### src/rtl/gsc_pkg.sv
// shared types, constants and codes for the gear shift controller
// no dependencies; imported by every module of the block
`default_nettype none

package gsc_pkg;

  localparam int CountWidth = 32;
  localparam int NumGears   = 5;
  localparam int ProdWidth  = 28;

  typedef logic [2:0]            gear_t;
  typedef logic [11:0]           speed_t;
  typedef logic [15:0]           rpm_t;
  typedef logic [15:0]           cfg_data_t;
  typedef logic [2:0]            cfg_index_t;
  typedef logic [3:0]            stat_item_t;
  typedef logic [31:0]           stat_t;
  typedef logic [CountWidth-1:0] count_t;
  typedef logic [ProdWidth-1:0]  prod_t;

  localparam gear_t FirstGear = 3'd0;
  localparam gear_t TopGear   = 3'd4;
  localparam gear_t GearStep  = 3'd1;

  localparam rpm_t ShiftRpm    = 16'd1000;
  localparam rpm_t TopShiftRpm = 16'd2500;

  localparam speed_t SpeedMinReset = 12'hFFF;
  localparam rpm_t   RpmMinReset   = 16'hFFFF;

  // operation codes
  localparam logic OpSample = 1'b0;
  localparam logic OpRead   = 1'b1;

  // configuration register indexes
  localparam cfg_index_t CfgFactorOne   = 3'd0;
  localparam cfg_index_t CfgFactorTwo   = 3'd1;
  localparam cfg_index_t CfgFactorThree = 3'd2;
  localparam cfg_index_t CfgFactorFour  = 3'd3;
  localparam cfg_index_t CfgFactorFive  = 3'd4;
  localparam cfg_index_t CfgUpshift     = 3'd5;
  localparam cfg_index_t CfgDownshift   = 3'd6;
  localparam cfg_index_t CfgTopDownshift = 3'd7;

  localparam cfg_data_t FactorOneReset    = 16'd26855;
  localparam cfg_data_t FactorTwoReset    = 16'd18717;
  localparam cfg_data_t FactorThreeReset  = 16'd12930;
  localparam cfg_data_t FactorFourReset   = 16'd9042;
  localparam cfg_data_t FactorFiveReset   = 16'd7595;
  localparam cfg_data_t UpshiftReset      = 16'd2500;
  localparam cfg_data_t DownshiftReset    = 16'd700;
  localparam cfg_data_t TopDownshiftReset = 16'd2000;

  // statistic selectors
  localparam stat_item_t StatCountLast = 4'd4;
  localparam stat_item_t StatMinSpeed  = 4'd5;
  localparam stat_item_t StatMaxSpeed  = 4'd6;
  localparam stat_item_t StatMinRpm    = 4'd7;
  localparam stat_item_t StatMaxRpm    = 4'd8;

  typedef struct packed {
    logic   valid;
    gear_t  gear;
    gear_t  next_gear;
    speed_t speed;
    rpm_t   rpm;
  } stat_upd_t;

  typedef struct packed {
    gear_t next_gear;
    rpm_t  rpm;
    rpm_t  rpm_out;
    logic  shifted;
  } shift_res_t;

endpackage

`default_nettype wire

### src/rtl/gsc_shift.sv
// rpm computation and shift decision for one sample item
// depends on gsc_pkg
`default_nettype none

module gsc_shift (
  input  gsc_pkg::gear_t      gear,
  input  gsc_pkg::speed_t     speed,
  input  gsc_pkg::cfg_data_t  factor,
  input  gsc_pkg::cfg_data_t  upshift_rpm,
  input  gsc_pkg::cfg_data_t  downshift_rpm,
  input  gsc_pkg::cfg_data_t  top_downshift_rpm,
  output gsc_pkg::shift_res_t res
);
  import gsc_pkg::*;

  prod_t product;
  rpm_t  rpm;

  assign product = prod_t'(speed) * prod_t'(factor);
  assign rpm     = product[ProdWidth-1:ProdWidth-16];

  always_comb begin
    res.rpm       = rpm;
    res.rpm_out   = rpm;
    res.next_gear = gear;
    if (gear == TopGear) begin
      if (rpm <= top_downshift_rpm) begin
        res.next_gear = gear - GearStep;
        res.rpm_out   = TopShiftRpm;
      end
    end else if (rpm >= upshift_rpm) begin
      res.next_gear = gear + GearStep;
      res.rpm_out   = ShiftRpm;
    end else if (gear != FirstGear && rpm <= downshift_rpm) begin
      res.next_gear = gear - GearStep;
      res.rpm_out   = ShiftRpm;
    end
    res.shifted = (res.next_gear != gear);
  end

endmodule

`default_nettype wire

### src/rtl/gsc_stats.sv
// per-gear statistics: transition counters, speed and rpm extremes, read mux
// depends on gsc_pkg
`default_nettype none

module gsc_stats (
  input  logic                clk,
  input  logic                rst,
  input  gsc_pkg::stat_upd_t  upd,
  input  gsc_pkg::gear_t      rd_gear,
  input  gsc_pkg::stat_item_t rd_item,
  output gsc_pkg::stat_t      rd_value
);
  import gsc_pkg::*;

  count_t counts    [NumGears][NumGears];
  speed_t min_speed [NumGears];
  speed_t max_speed [NumGears];
  rpm_t   min_rpm   [NumGears];
  rpm_t   max_rpm   [NumGears];

  always_ff @(posedge clk) begin
    if (rst) begin
      for (int f = 0; f < NumGears; f++) begin
        min_speed[f] <= SpeedMinReset;
        max_speed[f] <= '0;
        min_rpm[f]   <= RpmMinReset;
        max_rpm[f]   <= '0;
        for (int t = 0; t < NumGears; t++) begin
          counts[f][t] <= '0;
        end
      end
    end else if (upd.valid) begin
      for (int f = 0; f < NumGears; f++) begin
        if (upd.gear == gear_t'(f)) begin
          if (upd.speed < min_speed[f]) min_speed[f] <= upd.speed;
          if (upd.speed > max_speed[f]) max_speed[f] <= upd.speed;
          if (upd.rpm < min_rpm[f]) min_rpm[f] <= upd.rpm;
          if (upd.rpm > max_rpm[f]) max_rpm[f] <= upd.rpm;
          for (int t = 0; t < NumGears; t++) begin
            if (upd.next_gear == gear_t'(t)) begin
              counts[f][t] <= counts[f][t] + count_t'(1);
            end
          end
        end
      end
    end
  end

  always_comb begin
    rd_value = '0;
    if (rd_gear <= TopGear) begin
      priority if (rd_item <= StatCountLast) begin
        rd_value = stat_t'(counts[rd_gear][rd_item[2:0]]);
      end else if (rd_item == StatMinSpeed) begin
        rd_value = stat_t'(min_speed[rd_gear]);
      end else if (rd_item == StatMaxSpeed) begin
        rd_value = stat_t'(max_speed[rd_gear]);
      end else if (rd_item == StatMinRpm) begin
        rd_value = stat_t'(min_rpm[rd_gear]);
      end else if (rd_item == StatMaxRpm) begin
        rd_value = stat_t'(max_rpm[rd_gear]);
      end else begin
        rd_value = '0;
      end
    end
  end

endmodule

`default_nettype wire

### src/rtl/gear_shift_controller_with_stats_core.sv
// an accepted item goes to the input register, then to the result register once no stalled result is held
// throughput: one item per cycle while the output is not stalled; input accepted while a result waits
// the shift loop closes through the gear register, with the rpm multiply and compares between
// reset: gear to first, counters and maxima to zero, minima to all ones,
// configuration to defaults, both channels empty
// top level; depends on gsc_pkg, gsc_shift and gsc_stats
`default_nettype none

module gear_shift_controller_with_stats_core (
  input  logic                 clk,
  input  logic                 rst,
  input  logic                 cfg_write,
  input  gsc_pkg::cfg_index_t  cfg_index,
  input  gsc_pkg::cfg_data_t   cfg_data,
  input  logic                 in_valid,
  output logic                 in_stall,
  input  logic                 operation,
  input  gsc_pkg::speed_t      speed,
  input  gsc_pkg::gear_t       stat_gear,
  input  gsc_pkg::stat_item_t  stat_item,
  output logic                 out_valid,
  input  logic                 out_stall,
  output gsc_pkg::gear_t       gear,
  output gsc_pkg::rpm_t        reported_rpm,
  output logic                 shifted,
  output gsc_pkg::stat_t       stat_value
);
  import gsc_pkg::*;

  cfg_data_t factor [NumGears];
  cfg_data_t upshift_rpm;
  cfg_data_t downshift_rpm;
  cfg_data_t top_downshift_rpm;

  logic       in_reg_valid;
  logic       in_op;
  speed_t     in_speed;
  gear_t      in_stat_gear;
  stat_item_t in_stat_item;

  gear_t      cur_gear;
  logic       advance;
  logic       is_sample;
  shift_res_t sres;
  stat_upd_t  upd;
  stat_t      rd_value;

  // configuration registers
  always_ff @(posedge clk) begin
    if (rst) begin
      factor[0]         <= FactorOneReset;
      factor[1]         <= FactorTwoReset;
      factor[2]         <= FactorThreeReset;
      factor[3]         <= FactorFourReset;
      factor[4]         <= FactorFiveReset;
      upshift_rpm       <= UpshiftReset;
      downshift_rpm     <= DownshiftReset;
      top_downshift_rpm <= TopDownshiftReset;
    end else if (cfg_write) begin
      unique case (cfg_index)
        CfgFactorOne:    factor[0]         <= cfg_data;
        CfgFactorTwo:    factor[1]         <= cfg_data;
        CfgFactorThree:  factor[2]         <= cfg_data;
        CfgFactorFour:   factor[3]         <= cfg_data;
        CfgFactorFive:   factor[4]         <= cfg_data;
        CfgUpshift:      upshift_rpm       <= cfg_data;
        CfgDownshift:    downshift_rpm     <= cfg_data;
        CfgTopDownshift: top_downshift_rpm <= cfg_data;
      endcase
    end
  end

  assign advance  = in_reg_valid && (!out_valid || !out_stall);
  assign in_stall = in_reg_valid && !advance;

  // input register
  always_ff @(posedge clk) begin
    if (rst) begin
      in_reg_valid <= 1'b0;
    end else if (in_valid && !in_stall) begin
      in_reg_valid <= 1'b1;
    end else if (advance) begin
      in_reg_valid <= 1'b0;
    end
    if (in_valid && !in_stall) begin
      in_op        <= operation;
      in_speed     <= speed;
      in_stat_gear <= stat_gear;
      in_stat_item <= stat_item;
    end
  end

  assign is_sample = (in_op == OpSample);

  gsc_shift u_shift (
    .gear              (cur_gear),
    .speed             (in_speed),
    .factor            (factor[cur_gear]),
    .upshift_rpm       (upshift_rpm),
    .downshift_rpm     (downshift_rpm),
    .top_downshift_rpm (top_downshift_rpm),
    .res               (sres)
  );

  assign upd.valid     = advance && is_sample;
  assign upd.gear      = cur_gear;
  assign upd.next_gear = sres.next_gear;
  assign upd.speed     = in_speed;
  assign upd.rpm       = sres.rpm;

  gsc_stats u_stats (
    .clk      (clk),
    .rst      (rst),
    .upd      (upd),
    .rd_gear  (in_stat_gear),
    .rd_item  (in_stat_item),
    .rd_value (rd_value)
  );

  // gear state and result register
  always_ff @(posedge clk) begin
    if (rst) begin
      cur_gear  <= FirstGear;
      out_valid <= 1'b0;
    end else if (advance) begin
      out_valid <= 1'b1;
      if (is_sample) begin
        cur_gear <= sres.next_gear;
      end
    end else if (out_valid && !out_stall) begin
      out_valid <= 1'b0;
    end
    if (advance) begin
      if (is_sample) begin
        gear         <= sres.next_gear;
        reported_rpm <= sres.rpm_out;
        shifted      <= sres.shifted;
        stat_value   <= '0;
      end else begin
        gear         <= cur_gear;
        reported_rpm <= '0;
        shifted      <= 1'b0;
        stat_value   <= rd_value;
      end
    end
  end

`ifndef SYNTHESIS
  a_gear_range: assert property (@(posedge clk) disable iff (rst)
    cur_gear <= TopGear)
    else $error("gear register out of range");

  a_shift_override: assert property (@(posedge clk) disable iff (rst)
    out_valid && shifted |-> (reported_rpm == ShiftRpm || reported_rpm == TopShiftRpm))
    else $error("shift without rpm override");

  a_shift_no_stat: assert property (@(posedge clk) disable iff (rst)
    out_valid && shifted |-> stat_value == '0)
    else $error("statistic on a shifting sample");

  a_advance_fills: assert property (@(posedge clk) disable iff (rst)
    advance |=> out_valid)
    else $error("result lost after advance");

  a_gear_follows: assert property (@(posedge clk) disable iff (rst)
    advance |=> gear == cur_gear)
    else $error("reported gear differs from gear register");
`endif

endmodule

`default_nettype wire

### config.mk
export PLATFORM = sky130hd
export DESIGN_NAME = gear_shift_controller_with_stats_core
export DESIGN_NICKNAME = d
export VERILOG_FILES = /design/src/rtl/gsc_pkg.sv /design/src/rtl/gsc_shift.sv /design/src/rtl/gsc_stats.sv /design/src/rtl/gear_shift_controller_with_stats_core.sv
export SDC_FILE = /design/constraint.sdc
export NUM_CORES = 2
export LEC_CHECK = 0
export BUFFER_PORTS_ARGS = -buffer_cell sky130_fd_sc_hd__buf_2
export CAP_MARGIN = 20
export CORE_MARGIN = 2
export CORE_UTILIZATION = 60
export CTS_CLUSTER_SIZE = 10
export DETAILED_ROUTE_END_ITERATION = 16
export HOLD_SLACK_MARGIN = 0.12
export PLACE_DENSITY = 0.76
export SYNTH_ARGS = -nofsm -noshare
export SYNTH_HDL_FRONTEND = slang
export SYNTH_HIERARCHICAL = 1
export SYNTH_SLANG_ARGS = --single-unit
### constraint.sdc
create_clock -name clk -period 16.8 [get_ports clk]
set_input_delay 0.84 -clock clk [delete_from_list [all_inputs] [get_ports clk]]
set_output_delay 0.84 -clock clk [all_outputs]
set_load 0.005 [all_outputs]
==> metrics <==
DRT Pass-1 Iters 6; Async S/R FF share, synth 0%; drt wl/cell between 20 and 25 µm; Max H-tree Level 4; RSZ-0062 raised after global routing false; worst reg2reg setup slack approximately 4.2 ns; Clock Path Buffers 3; CTS Buf Count 151; Initial DRC Count 7274; Die Span Y around 370 µm; vias per inst between 6 and 7; worst skew pair latency roughly 0.80 ns; syn nets slightly below 8000; Max Clk Rate approximately 79 MHz; largest net degree at the start of global routing 120; Post-Syn Area 81100 µm²; yosys synthesis warning count 6; gpl congestion ~0.96; most frequent cells in the layout edfxtp_1 (1232), nor2_1 (905), nand2_1 (631); Post-CTS Setup Bufs 0; critical-path maximum fanout 31; via count between 50000 and 60000; number of global-route vias before repair approximately 58000; min cycle time layout around 13 ns; die area roughly 140000 µm²; clock skew 0.0346 ns; Worst EP required between 15 and 20 ns; Mean Syn Cell Area approximately 11 µm²; post-CTS resize count 0; commonest non-fill, non-tap cell in the layout edfxtp_1; actual slew at the worst max-slew pin 1.20 ns; Top Ports between 90 and 100; Rows between 100 and 150; # nets final 8018; sequential area share after synthesis 47.0%; Slew HR about a fifth; Startpoint Class flip-flop; Core ar. ~130000 µm²; antenna-violating nets left 0; Worst path max stage delay around 0.9 ns; Fin. Hold Viols 0; Overall Global Routing Usage 31.4%; clk slew on worst S/H paths ~0.060 ns; Netlist cell types 98; total grt overflow 0; Root Buffer clkbuf_16; period utilization about 75%; Post-synth EDFFs around 1200; slowest CP cell nand2_1; DRC violations left 0; first-pass GRT wire length roughly 330000 µm; Critical Path AT 13.23 ns; setup violators final 0; Primary FF master, synth edfxtp_1; Layout fillers a little under 10000; Detailed Route WL roughly 220000 µm; TNS Setup 0 ns; Die X roughly 370 µm; synthesized flop and latch total between 1000 and 1500; max-slew violations 0; hpwl dp roughly 150000 µm; Most Frequent Cell on Critical Path fa_1; hold_buf cts 0; cells after synthesis approximately 7300; status finished clean; area grow syn2layout 8.83%; CP Class reg -> reg; initial antenna violation count 14; sinks on the clock net 1288; CTS tree built; layout cells sized above 1 between 10% and 20%; Starting Density roughly three fifths; max-cap viol count 0; worst min path class in -> reg; CP endpoint kind flip-flop; IO buf count between 90 and 100
## synth_stat cells, types with 156 or more instances
master | n | share of area [%]
nand3_1 | 323 | 2.0
nand4_1 | 192 | 1.5
inv_1 | 534 | 2.5
and3_1 | 187 | 1.4
xnor2_1 | 192 | 2.1
nor2_1 | 905 | 4.2
ha_1 | 408 | 6.3
nand2_1 | 631 | 2.9
a21oi_1 | 242 | 1.5
o21ai_0 | 170 | 1.0
mux4_2 | 266 | 7.4
and2_1 | 156 | 1.2
clkbuf_1 | 190 | 0.88
xor2_1 | 501 | 5.4
edfxtp_1 | 1232 | 46
## critical path: cells and delay by family (launching register included)
family,cells,cell delay [ns]
xor gates and xnor gates,2,0.94
and+or+nand+nor,13,5.39
buffers and inverters,3,0.32
AOI/OAI and AO/OA,5,1.75
adders and majority gates,7,3.24
DFF,1,0.80
## final cells by class
class	count	area, µm²	area share (%)
Sequential cell	1288	38100	43.2
Inverter	535	2010	2.28
Clock buffer	187	3940	4.46
Timing Repair Buffer	219	1830	2.07
Clock inverter	24	284	0.322
Multi-Input combinational cell	5232	39900	45.2
Antenna cell	5	12.5	0.0142
Tap cell	1768	2210	2.51
## routing by layer
layer / GRT usage [%] / share of wire [%] / up-vias
met3: 7.66 / 11 / 528
met1: 43.2 / 39 / 29500
met4: 12.7 / 3.9 / 12
li1: - / - / 26500
met5: 0 / 0.039 / -
met2: 48.1 / 46 / 3119
## flip-flops by register name, indices dropped and copies added (netlist names), named ones only
register / count
top_downshift_rpm: 16
gear: 3
in_stat_item: 4
in_stat_gear: 3
reported_rpm: 16
u_stats/max_speed: 60
factor: 80
downshift_rpm: 16
u_stats/max_rpm: 80
in_reg_valid: 1
upshift_rpm: 16
in_op: 1
cur_gear: 3
u_stats/min_speed: 60
shifted: 1
u_stats/min_rpm: 80
stat_value: 32
in_speed: 12
out_valid: 1
u_stats/counts: 800
## per-stage QoR
step	cells	setup WS (ns)	hold WS [ns]	instance area (µm²)	util (%)
after floorplan	7340	4.33	0.436	81100	-
after global placement	9014	4.32	0.443	83400	62.4
after CTS	9227	3.96	0.178	87700	65.5
after detailed placement	9016	3.98	0.447	83500	62.4
after global routing	9253	3.43	0.203	88300	66.0
final	9258	4.17	0.225	88300	66.0
## final timing paths
path	from	endpoint	cells past startpoint
hold reg to reg	downshift_rpm[15]	downshift_rpm[15]	2
hold / removal	speed[10]	in_speed[10]	1
setup / recovery	flip-flop	u_stats/counts[2][139]	30
setup reg to reg	flip-flop	u_stats/counts[2][139]	30
## kinds of logic (layout without fill, tap and decap cells)
| group | Yosys count | after routing | share of synthesized area [%] |
|---|---|---|---|
| compound gates | 735 | 735 | 5.60 |
| buf+inv | 820 | 965 | 4.04 |
| simple gates | 2880 | 2880 | 17.3 |
| fa+ha+maj | 547 | 547 | 9.73 |
| other cells | 0 | 5 | 0 |
| xor+xnor | 693 | 693 | 7.48 |
| mux | 377 | 377 | 8.80 |
| flops | 1288 | 1288 | 47.0 |
Power is not shown: default switching activity piles up to over one toggle a cycle in this logic, so the estimate is an artifact.
